$ cat src/hw/rtl/differential_drive_motion_control_top_defines.svh
// Assertion macros for the differential drive motion control block.
`ifndef DIFFERENTIAL_DRIVE_MOTION_CONTROL_TOP_DEFINES_SVH
`define DIFFERENTIAL_DRIVE_MOTION_CONTROL_TOP_DEFINES_SVH

`ifndef SYNTHESIS

`define DDMC_ASSERT(label, prop) \
    label: assert property (@(posedge i_clk) disable iff (!i_rst_n) prop) \
        else $error("ddmc assertion failed");

`define DDMC_ASSERT_RST(label, prop) \
    label: assert property (@(posedge i_clk) prop) \
        else $error("ddmc reset assertion failed");

`else

`define DDMC_ASSERT(label, prop)

`define DDMC_ASSERT_RST(label, prop)

`endif

`endif

$ cat src/hw/rtl/ddmc_pkg.sv
// Types, constants and helpers shared by the motion control block.
package ddmc_pkg;

    localparam int DUTY_W   = 7;
    localparam int PROD_W   = 23;
    localparam int SCALED_W = 24;
    localparam int TGT_W    = 20;
    localparam int CFG_IDX_W = 3;

    localparam logic [DUTY_W-1:0] DUTY_MAX = 7'd100;

    localparam logic [SCALED_W-1:0] TICK_SCALE = 24'd1000;
    localparam logic [TGT_W-1:0]    MDEG_PER_DEG = 20'd1000;

    localparam logic [1:0] OP_STRAIGHT = 2'd0;
    localparam logic [1:0] OP_TURN     = 2'd1;
    localparam logic [1:0] OP_TICK     = 2'd2;

    localparam logic [3:0] PINS_FORWARD     = 4'b0101;
    localparam logic [3:0] PINS_BACKWARD    = 4'b1010;
    localparam logic [3:0] PINS_RIGHT_PIVOT = 4'b0110;
    localparam logic [3:0] PINS_RIGHT_SWING = 4'b0100;
    localparam logic [3:0] PINS_LEFT_PIVOT  = 4'b1001;
    localparam logic [3:0] PINS_LEFT_SWING  = 4'b0001;

    localparam logic [CFG_IDX_W-1:0] CFG_BASE_DUTY       = 3'd0;
    localparam logic [CFG_IDX_W-1:0] CFG_FWD_STRONG_DUTY = 3'd1;
    localparam logic [CFG_IDX_W-1:0] CFG_FWD_WEAK_DUTY   = 3'd2;
    localparam logic [CFG_IDX_W-1:0] CFG_BWD_STRONG_DUTY = 3'd3;
    localparam logic [CFG_IDX_W-1:0] CFG_BWD_WEAK_DUTY   = 3'd4;
    localparam logic [CFG_IDX_W-1:0] CFG_TICKS_PER_METRE = 3'd5;

    localparam logic [6:0] RST_BASE_DUTY       = 7'd30;
    localparam logic [6:0] RST_FWD_STRONG_DUTY = 7'd40;
    localparam logic [6:0] RST_FWD_WEAK_DUTY   = 7'd25;
    localparam logic [6:0] RST_BWD_STRONG_DUTY = 7'd32;
    localparam logic [6:0] RST_BWD_WEAK_DUTY   = 7'd28;
    localparam logic [6:0] RST_TICKS_PER_METRE = 7'd16;

    typedef enum logic [2:0] {
        MODE_IDLE     = 3'b001,
        MODE_STRAIGHT = 3'b010,
        MODE_TURN     = 3'b100
    } t_mode;

    typedef struct packed {
        logic [1:0]         operation;
        logic               direction;
        logic               swing_turn;
        logic [15:0]        distance_mm;
        logic [8:0]         target_deg;
        logic signed [15:0] yaw_cdeg;
        logic signed [15:0] gyro_rate;
    } t_in_item;

    typedef struct packed {
        logic [3:0]        bridge_pins;
        logic [DUTY_W-1:0] duty_left;
        logic [DUTY_W-1:0] duty_right;
        logic              running;
        logic              finished;
    } t_out_item;

    typedef struct packed {
        logic [6:0] base_duty;
        logic [6:0] forward_strong_duty;
        logic [6:0] forward_weak_duty;
        logic [6:0] backward_strong_duty;
        logic [6:0] backward_weak_duty;
        logic [6:0] ticks_per_metre;
    } t_cfg;

    function automatic logic [DUTY_W-1:0] duty_clamp(input logic [DUTY_W-1:0] d);
        return (d > DUTY_MAX) ? DUTY_MAX : d;
    endfunction

endpackage

$ cat src/hw/rtl/ddmc_core.sv
// Motion state and per-item control step: straight, turn and idle handling.
module ddmc_core import ddmc_pkg::*; (
    input  logic      i_clk,
    input  logic      i_rst_n,
    input  logic      i_step,
    input  t_in_item  i_item,
    input  t_cfg      i_cfg,
    output t_out_item o_result
);

    t_mode                r_mode, n_mode;
    logic                 r_dir, n_dir;
    logic [3:0]           r_pins, n_pins;
    logic signed [15:0]   r_ref_yaw, n_ref_yaw;
    logic [PROD_W-1:0]    r_product, n_product;
    logic [SCALED_W-1:0]  r_scaled, n_scaled;
    logic [TGT_W-1:0]     r_target, n_target;
    logic signed [31:0]   r_accum, n_accum;

    logic [PROD_W-1:0]    w_product;
    logic [TGT_W-1:0]     w_target;
    logic signed [32:0]   w_sum;
    logic signed [31:0]   w_sat;
    logic signed [32:0]   w_sat33;
    logic signed [32:0]   w_tgt33;
    logic                 w_turn_done;
    logic [DUTY_W-1:0]    w_dl, w_dr;
    logic                 w_run, w_fin;

    // budget check: count >= ceil(p/1000) <=> count*1000 >= p
    assign w_product = PROD_W'(i_item.distance_mm) * PROD_W'(i_cfg.ticks_per_metre);
    assign w_target  = TGT_W'(i_item.target_deg) * MDEG_PER_DEG;

    assign w_sum = $signed({r_accum[31], r_accum})
                 + $signed({{16{i_item.gyro_rate[15]}}, i_item.gyro_rate, 1'b0});

    always_comb begin
        if (w_sum[32] != w_sum[31]) begin
            w_sat = w_sum[32] ? 32'sh8000_0000 : 32'sh7fff_ffff;
        end else begin
            w_sat = w_sum[31:0];
        end
    end

    assign w_sat33 = $signed({w_sat[31], w_sat});
    assign w_tgt33 = $signed({13'd0, r_target});
    assign w_turn_done = (r_dir == 1'b0) ? (w_sat33 <= -w_tgt33) : (w_sat33 >= w_tgt33);

    always_comb begin
        n_mode    = r_mode;
        n_dir     = r_dir;
        n_pins    = r_pins;
        n_ref_yaw = r_ref_yaw;
        n_product = r_product;
        n_scaled  = r_scaled;
        n_target  = r_target;
        n_accum   = r_accum;
        w_dl      = '0;
        w_dr      = '0;
        w_run     = 1'b0;
        w_fin     = 1'b0;
        case (i_item.operation)
            OP_STRAIGHT: begin
                n_dir     = i_item.direction;
                n_pins    = i_item.direction ? PINS_BACKWARD : PINS_FORWARD;
                n_ref_yaw = i_item.yaw_cdeg;
                n_product = w_product;
                n_scaled  = '0;
                if (w_product == '0) begin
                    n_mode = MODE_IDLE;
                    w_fin  = 1'b1;
                end else begin
                    n_mode = MODE_STRAIGHT;
                    w_dl   = i_cfg.base_duty;
                    w_dr   = i_cfg.base_duty;
                    w_run  = 1'b1;
                end
            end
            OP_TURN: begin
                n_dir = i_item.direction;
                if (!i_item.direction) begin
                    n_pins = i_item.swing_turn ? PINS_RIGHT_SWING : PINS_RIGHT_PIVOT;
                end else begin
                    n_pins = i_item.swing_turn ? PINS_LEFT_SWING : PINS_LEFT_PIVOT;
                end
                n_target = w_target;
                n_accum  = '0;
                if (w_target == '0) begin
                    n_mode = MODE_IDLE;
                    w_fin  = 1'b1;
                end else begin
                    n_mode = MODE_TURN;
                    w_dl   = i_cfg.base_duty;
                    w_dr   = i_cfg.base_duty;
                    w_run  = 1'b1;
                end
            end
            default: begin
                case (r_mode)
                    MODE_STRAIGHT: begin
                        if (r_scaled >= SCALED_W'(r_product)) begin
                            n_mode = MODE_IDLE;
                            w_fin  = 1'b1;
                        end else begin
                            n_scaled = r_scaled + TICK_SCALE;
                            w_run    = 1'b1;
                            if (i_item.yaw_cdeg == r_ref_yaw) begin
                                w_dl = i_cfg.base_duty;
                                w_dr = i_cfg.base_duty;
                            end else if (!r_dir) begin
                                if (i_item.yaw_cdeg < r_ref_yaw) begin
                                    w_dl = i_cfg.forward_strong_duty;
                                    w_dr = i_cfg.forward_weak_duty;
                                end else begin
                                    w_dl = i_cfg.forward_weak_duty;
                                    w_dr = i_cfg.forward_strong_duty;
                                end
                            end else begin
                                if (i_item.yaw_cdeg > r_ref_yaw) begin
                                    w_dl = i_cfg.backward_strong_duty;
                                    w_dr = i_cfg.backward_weak_duty;
                                end else begin
                                    w_dl = i_cfg.backward_weak_duty;
                                    w_dr = i_cfg.backward_strong_duty;
                                end
                            end
                        end
                    end
                    MODE_TURN: begin
                        n_accum = w_sat;
                        if (w_turn_done) begin
                            n_mode = MODE_IDLE;
                            w_fin  = 1'b1;
                        end else begin
                            w_dl  = i_cfg.base_duty;
                            w_dr  = i_cfg.base_duty;
                            w_run = 1'b1;
                        end
                    end
                    default: begin
                        n_mode = MODE_IDLE;
                    end
                endcase
            end
        endcase
    end

    always_ff @(posedge i_clk) begin
        if (!i_rst_n) begin
            r_mode    <= MODE_IDLE;
            r_dir     <= 1'b0;
            r_pins    <= '0;
            r_ref_yaw <= '0;
            r_product <= '0;
            r_scaled  <= '0;
            r_target  <= '0;
            r_accum   <= '0;
        end else if (i_step) begin
            r_mode    <= n_mode;
            r_dir     <= n_dir;
            r_pins    <= n_pins;
            r_ref_yaw <= n_ref_yaw;
            r_product <= n_product;
            r_scaled  <= n_scaled;
            r_target  <= n_target;
            r_accum   <= n_accum;
        end
    end

    assign o_result.bridge_pins = n_pins;
    assign o_result.duty_left   = duty_clamp(w_dl);
    assign o_result.duty_right  = duty_clamp(w_dr);
    assign o_result.running     = w_run;
    assign o_result.finished    = w_fin;

endmodule

$ cat src/hw/rtl/differential_drive_motion_control_top.sv
// Top level of the differential drive motion control block.
//
//  channel  | direction | handshake               | payload
//  ---------+-----------+-------------------------+-------------------------
//  in       | input     | i_in_valid / o_in_stall | i_in_data  (t_in_item)
//  out      | output    | o_out_valid/ i_out_stall| o_out_data (t_out_item)
//  cfg      | input     | i_cfg_we                | i_cfg_index, i_cfg_data
//
// One item per cycle sustained while the output is not stalled; an item passes
// through the input register, then the control step into the result register.
// The control step, including the 16x7 budget product and the 33-bit turn
// accumulate-and-compare, sits between the input and result registers.
// Synchronous active-low reset clears motion state and valids, loads cfg defaults.
// A stalled output holds its result; input stalls only while both stages are full
// and the output is stalled.
`include "differential_drive_motion_control_top_defines.svh"

module differential_drive_motion_control_top import ddmc_pkg::*; (
    input  logic                 i_clk,
    input  logic                 i_rst_n,
    input  logic                 i_in_valid,
    output logic                 o_in_stall,
    input  t_in_item             i_in_data,
    output logic                 o_out_valid,
    input  logic                 i_out_stall,
    output t_out_item            o_out_data,
    input  logic                 i_cfg_we,
    input  logic [CFG_IDX_W-1:0] i_cfg_index,
    input  logic [6:0]           i_cfg_data
);

    t_cfg      r_cfg;
    logic      r_in_valid;
    t_in_item  r_in;
    logic      r_out_valid;
    t_out_item r_out;

    logic      w_in_xfer;
    logic      w_advance;
    t_out_item w_result;

    assign w_advance  = r_in_valid && (!r_out_valid || !i_out_stall);
    assign o_in_stall = r_in_valid && r_out_valid && i_out_stall;
    assign w_in_xfer  = i_in_valid && !o_in_stall;

    always_ff @(posedge i_clk) begin
        if (!i_rst_n) begin
            r_cfg.base_duty            <= RST_BASE_DUTY;
            r_cfg.forward_strong_duty  <= RST_FWD_STRONG_DUTY;
            r_cfg.forward_weak_duty    <= RST_FWD_WEAK_DUTY;
            r_cfg.backward_strong_duty <= RST_BWD_STRONG_DUTY;
            r_cfg.backward_weak_duty   <= RST_BWD_WEAK_DUTY;
            r_cfg.ticks_per_metre      <= RST_TICKS_PER_METRE;
        end else if (i_cfg_we) begin
            case (i_cfg_index)
                CFG_BASE_DUTY:       r_cfg.base_duty            <= i_cfg_data;
                CFG_FWD_STRONG_DUTY: r_cfg.forward_strong_duty  <= i_cfg_data;
                CFG_FWD_WEAK_DUTY:   r_cfg.forward_weak_duty    <= i_cfg_data;
                CFG_BWD_STRONG_DUTY: r_cfg.backward_strong_duty <= i_cfg_data;
                CFG_BWD_WEAK_DUTY:   r_cfg.backward_weak_duty   <= i_cfg_data;
                CFG_TICKS_PER_METRE: r_cfg.ticks_per_metre      <= i_cfg_data;
                default: ;
            endcase
        end
    end

    always_ff @(posedge i_clk) begin
        if (!i_rst_n) begin
            r_in_valid  <= 1'b0;
            r_out_valid <= 1'b0;
        end else begin
            if (w_in_xfer) begin
                r_in_valid <= 1'b1;
            end else if (w_advance) begin
                r_in_valid <= 1'b0;
            end
            if (w_advance) begin
                r_out_valid <= 1'b1;
            end else if (!i_out_stall) begin
                r_out_valid <= 1'b0;
            end
        end
    end

    always_ff @(posedge i_clk) begin
        if (w_in_xfer) begin
            r_in <= i_in_data;
        end
        if (w_advance) begin
            r_out <= w_result;
        end
    end

    ddmc_core u_core (
        .i_clk    (i_clk),
        .i_rst_n  (i_rst_n),
        .i_step   (w_advance),
        .i_item   (r_in),
        .i_cfg    (r_cfg),
        .o_result (w_result)
    );

    assign o_out_valid = r_out_valid;
    assign o_out_data  = r_out;

    `DDMC_ASSERT_RST(a_reset_clears_out, !i_rst_n |=> !o_out_valid)
    `DDMC_ASSERT(a_step_loads_out, w_advance |=> o_out_valid)
    `DDMC_ASSERT(a_finish_not_running, o_out_valid && o_out_data.finished |-> !o_out_data.running)
    `DDMC_ASSERT(a_stopped_zero_duty, o_out_valid && !o_out_data.running |-> o_out_data.duty_left == '0 && o_out_data.duty_right == '0)

endmodule
$ cat config.mk
export PLATFORM = sky130hd
export DESIGN_NAME = differential_drive_motion_control_top
export DESIGN_NICKNAME = d
export VERILOG_FILES = /design/src/hw/rtl/ddmc_pkg.sv /design/src/hw/rtl/ddmc_core.sv /design/src/hw/rtl/differential_drive_motion_control_top.sv
export VERILOG_INCLUDE_DIRS = /design/src /design/src/hw/rtl
export SDC_FILE = /design/constraint.sdc
export NUM_CORES = 1
export LEC_CHECK = 0
export ABC_AREA = 1
export BUFFER_PORTS_ARGS = -buffer_cell sky130_fd_sc_hd__buf_2
export CAP_MARGIN = 25
export CORE_MARGIN = 1.5
export CORE_UTILIZATION = 50
export DETAILED_ROUTE_END_ITERATION = 7
export PLACE_DENSITY_LB_ADDON = 0.1
export SLEW_MARGIN = 40
export SYNTH_ARGS = -nofsm -noshare
export SYNTH_HDL_FRONTEND = slang
export SYNTH_SLANG_ARGS = --single-unit
$ cat constraint.sdc
create_clock -name i_clk -period 7.5 [get_ports i_clk]
set_input_delay 0 -clock i_clk [delete_from_list [all_inputs] [get_ports i_clk]]
set_output_delay 0 -clock i_clk [all_outputs]
set_load 0.005 [all_outputs]
# After elaboration in Yosys (flattened, before gate mapping)
# Cells that the tools add are included.
# classes
bitwise_logic	2
order_cmp	7
mux	52
n_eq_ne	14
multipliers	2
add_sub_neg	3
n_reduce_logical	28
# op_table
cell	n
$mux W32	3
$mux W7	13
$pmux W32 S2	1
$pmux W7 S2	4
$mux W24	2
$pmux W24 S2	1
$add A32 B17 Y33	1
$le A32 B33 Y1	1
$neg A19 Y33	1
$ge A32 B20 Y1	1
$add A24 B10 Y24 const B	1
$ge A24 B23 Y1	1
$logic_not A23 Y1	1
$mul A16 B7 Y23	1
$logic_not A20 Y1	1
$reduce_and A2 Y1	9
$eq A16 B16 Y1	1
$gt A16 B16 Y1	1
$lt A16 B16 Y1	1
$mul A9 B7 Y16 const B	1
$gt A7 B7 Y1 const B	2
$mux W1	13
$mux W4	3
$pmux W3 S2	2
23 further kinds	42
# word_totals
input_bits	76
word_cells	136
output_inout_bits	22
ff_bits	244

# Depth between registers and ports, before layout
# depth
word_depth	9
ltp_mapped	41
ltp_nobuf	39

# Modules after synthesis
# Synthesis repeated with hierarchy kept, for this count alone.
# unflattened
hier_cells	2548
hier_area_um2	19119.6
# by_module_without_submodules
mod	instances	seq_area_each_um2	cells_each	area_per_inst_um2
ddmc_core	1	2322.2	2215	14956.8
differential_drive_motion_control_top	1	3313.2	333	4162.7

# Worst setup path after synthesis
# OpenSTA, ideal clock, no wires.
# synth_timing
kind	reg2reg
from	register r_cfg[6] (netlist name)
to	register r_out (netlist bit o_out_data[11]), data pin
setup_slack_ns	1.800
required_ns	7.248
period_less_slack_ns	5.700
path_stages_with_launch	32
setup_time_ns	0.252
arrival_ns	5.448
path_buffers	2
path_cell_list	dfxtp_1 clkbuf_1 clkbuf_1 nand2_1 fa_1 fa_1 inv_1 fa_1 inv_1 fa_1 inv_1 ha_1 nand2_1 a21oi_1 nor2_1 a21oi_1 nor2_1 o21ai_1 a21oi_1 o21ai_1 xnor2_1 nand3_1 nor2_1 nand2_1 nand2_1 nand2_1 nand2_1 nand2_1 nor2_1 nand2_2 nand2_1 nand2_1
# synth_between
elab_chain_cells	5
# synth_lines
item	line	rtl
from (decl)	differential_drive_motion_control_top.sv:32	t_cfg r_cfg;
$mul A16 B7 Y23 *	ddmc_core.sv:31	assign w_product = PROD_W'(i_item.distance_mm) * PROD_W'(i_cfg.ticks_per_metre);
$logic_not A23 Y1 *	ddmc_core.sv:69	if (w_product == '0) begin
$mux W7 *	ddmc_core.sv:69	
$pmux W7 S2 *	ddmc_core.sv:62	case (i_item.operation)
$gt A7 B7 Y1	ddmc_pkg.sv:74	return (d > DUTY_MAX) ? DUTY_MAX : d;
to (signal assigned)	differential_drive_motion_control_top.sv:90	r_out <= w_result;
to (decl)	differential_drive_motion_control_top.sv:36	t_out_item r_out;
# Every way passes the cells marked *; elsewhere a longest branch is shown, timed or not.
# A chain may end at the register's enable or synchronous reset.

# Worst setup path after layout
# Ends and elaborated chain as after synthesis.

==> results.md <==
* Post-CTS Repair Setup Buffers at 0
* CP endpoint kind: flip-flop
* H-tree depth at 1
* Most frequent CP cell: nand2_1
* Row cnt at 71
* Tot Pwr at 4.13 mW
* Final Skew at 0.0237 ns
* Initial Util at 50.6%
* TritonCTS Buffers at 29
* Clk buf depth at 3
* Synth cell types at 54
* Pins over their slew limit at 0
* Comb pwr share at 31.4%
* Hold endpoint: r_in[4]
* R2r worst-path depth at 30
* Final Wtd Congestion at 0.885
* DR DRC count at 0
* Register area share after synthesis at 29.6%
* TritonRoute pass-1 iters at 5
* Final Hold Viols at 0
* Largest net degree at the start of global routing at 57
* Fin nets at 3050
* HP Start: i_in_data[4]
* Yosys warnings at 0
* Max cap viols at 0
* Worst Path Required at 7.85 ns
* Grt ovf at 0
* Clk network pwr share at 33.4%
* Post-synth EDFFs at 81
* Vias in the first global route at 15.7k
* Worst path max stage delay at 0.72 ns
* Synth async-reset ratio at 0%
* IO Pins at 98
* WL/cell at 14.8 um
* I/O Buffers at 97
* Routed Antenna Nets at 0
* Pwr/cell area at 189 nW/um^2
* Slew Limit Headroom at 47.4%
* Clk_lat worst skew at 0.59 ns
* Crit start category: flip-flop
* Worst slew pin tran at 0.788 ns
* Crit path kind: flip-flop to flip-flop
* Fraction of layout cells with a size suffix above 1 at 7.91%
* Unrepaired setup endpoints after global routing: false
* Crit path arrival time at 6.72 ns
* Hold crit path type: input pin to flip-flop
* Worst reg2reg path startpoint: r_cfg[6]
* Most used DFF post-synth: dfxtp_1
* Sw Pwr at 1.43 mW
* F_max at 157 MHz
* Clock-pin slew on the worst setup and hold paths at 0.06 ns
* Register bit total from synthesis at 241
* Fin crit period at 6.37 ns
* Via density at 5.20
* Gr usage total at 24.6%
* Die height at 198 um
* Final Cycle Share at 84.9%
* Die X-Extent at 198 um
* Flop pwr share at 35.3%
* Mean area per synthesized cell at 7.56 um^2
* HPWL after detailed placement at 36400 um
* Reg2Reg Setup Slack at 1.13 ns
* Placed cells at 3073
* Post-Route WL at 47500 um
* Worst vdd ir at 221 uV
* Hold path cells at 2
* Sw Ratio at 34.6%
* Status: complete, no violations
* CTS root buf: clkbuf_16
* Int Pwr at 2.70 mW
* Clock sinks at 241
* Mapped Area at 19000 um^2
* Leakage at 10.5 nW
* Reg2reg end: o_out_data[11]
* Vias at 16.7k
* Sum Neg Setup Slack at 0 ns
* CTS tree: done
* First-pass GRT wire length at 77500 um
* Initial antenna violation count at 0
* Die ar. at 39200 um^2
* Crit-path max FO at 17
* Core area at 37600 um^2
* Fillers at 3606
* Master of the slowest instance on the critical path: dfxtp_1
* Diodes inserted at 0
* Final setup vio count at 0
* Layout area overhead at 14.7%
* Post-Synthesis Cells at 2514
* Non-filler cells, final at 3216
* Syn Nets at 2882
* Detailed Route Iter0 Violations at 972
metal layers:
metal | track usage, % | vias up | part of all wire, %
li1 | - | 8488 | -
met1 | 34.2 | 7851 | 48
met2 | 40.4 | 329 | 46
met3 | 3.24 | 52 | 4.2
met4 | 6.11 | 0 | 2.2
met5 | 0 | - | 0
logic make-up (layout without fill, tap and decap cells):
group	after synthesis	after routing	share of synthesized area, %
AOI/OAI and AO/OA	417	417	12.2
xor gates and xnor gates	61	61	2.81
adders and majority gates	292	292	23.0
buffers and inverters	465	656	9.28
DFF	241	241	29.6
and+or+nand+nor	1038	1038	23.0
power groups by stage:
stage	clock network, mW	registers [mW]	logic [mW]
3_3_place_gp	0	1.48	1.23
6_report	1.38	1.46	1.30
5_1_grt	1.46	1.46	1.48
4_1_cts	1.41	1.46	1.30
3_5_place_dp	0	1.48	1.26
2_1_floorplan	0	1.46	0.961
worst max-delay path: cells and delay by family, from the launching register on:
family,cells,cell delay [ns]
AOI/OAI and AO/OA,3,0.32
buffers and inverters,5,0.27
xor gates and xnor gates,1,0.20
adders and majority gates,5,2.50
and+or+nand+nor,16,2.12
DFF,1,0.72
cell type report:
type	count	area [um^2]	area share (%)
Multi-Input combinational cell	1808	11600	53.3
Sequential cell	241	5640	25.8
Inverter	406	1520	6.99
Timing Repair Buffer	196	1450	6.66
Clock buffer	48	880	4.03
Tap cell	511	639	2.93
Clock inverter	6	48.8	0.224
sequential cells by signal (all words and copies together) (netlist names), 16 cells and up:
register,flops
u_core.r_accum,32
u_core.r_product,23
u_core.r_ref_yaw,16
u_core.r_target,16
r_cfg,42
r_in,61
u_core.r_scaled,21
o_out_data,20
through the flow:
| stage | utilization (%) | instance area (um^2) | hold WS (ns) | worst slack, ns |
|---|---|---|---|---|
| floorplan | - | 19000 | 0.0989 | 1.80 |
| global placement | 53.2 | 20000 | 0.176 | 1.36 |
| detailed placement | 53.2 | 20000 | 0.178 | 1.21 |
| CTS | 58.0 | 21800 | 0.0878 | 1.19 |
| global route | 58.0 | 21800 | 0.111 | 0.676 |
| finish | 58.0 | 21800 | 0.116 | 1.13 |
cell usage after synthesis, types with 5 or more instances:
library cell | number | share of area, %
xor2_1 | 37 | 1.7
o211ai_1 | 9 | 0.36
nor3_1 | 33 | 0.87
o21bai_1 | 10 | 0.39
ha_1 | 196 | 13
nor2_1 | 192 | 3.8
inv_1 | 394 | 7.8
nand3_1 | 96 | 2.5
o22ai_1 | 18 | 0.59
clkbuf_1 | 51 | 1.0
a21oi_1 | 199 | 5.2
nand4_1 | 29 | 0.95
a211oi_1 | 7 | 0.28
inv_2 | 8 | 0.16
nor2_2 | 6 | 0.20
dfxtp_1 | 160 | 17
o21a_1 | 5 | 0.20
edfxtp_1 | 81 | 13
a21o_1 | 8 | 0.32
nor4_1 | 13 | 0.43
nand2_4 | 5 | 0.30
fa_1 | 96 | 10
o21ai_0 | 122 | 3.2
xnor2_1 | 24 | 1.1
nand2_2 | 25 | 0.82
o21ai_1 | 9 | 0.24
nand2_1 | 618 | 12
worst max-delay path by stage:
stage                   from             end  slack, ns  cells after the start
floorplan           r_cfg[6]  o_out_data[11]       1.80                     31
global placement    r_cfg[3]  o_out_data[11]       1.36                     30
detailed placement  r_cfg[6]  o_out_data[11]       1.21                     29
CTS                 r_cfg[6]  o_out_data[11]       1.19                     30
global route        r_cfg[6]   o_out_data[4]       0.68                     30
finish              r_cfg[6]  o_out_data[11]       1.13                     30
cells in the final DEF (no fill, tap or decap), types with 4 or more instances in the layout:
| master | n |
|---|---|
| and2_1 | 4 |
| buf_2 | 97 |
| xnor2_1 | 24 |
| nand4_1 | 29 |
| o22ai_1 | 18 |
| o21a_1 | 5 |
| o21bai_1 | 10 |
| clkbuf_8 | 4 |
| inv_2 | 9 |
| nand3b_1 | 4 |
| dfxtp_1 | 160 |
| a21o_1 | 8 |
| nor2_1 | 191 |
| nor3_1 | 32 |
| o21ai_2 | 5 |
| edfxtp_1 | 81 |
| inv_1 | 393 |
| o21ai_1 | 8 |
| a211oi_1 | 7 |
| o211ai_1 | 9 |
| nand2_4 | 5 |
| buf_4 | 10 |
| nand2_1 | 618 |
| clkbuf_16 | 31 |
| fa_1 | 96 |
| nor2_4 | 4 |
| dlygate4sd3_1 | 89 |
| nor4_1 | 13 |
| nor2_2 | 7 |
| a21oi_2 | 4 |
| a21oi_1 | 199 |
| ha_1 | 196 |
| xor2_1 | 37 |
| clkbuf_1 | 13 |
| o21ai_0 | 122 |
| o221ai_1 | 4 |
| clkinv_1 | 4 |
| nand2_2 | 25 |
| nand3_1 | 96 |
repair_timing:
action,4_1_cts,5_1_grt
endpoints found under the hold margin,106,0
gates resized for setup,0,0
hold buffers,89,0
Note: power is estimated with default switching activity, not from simulation.
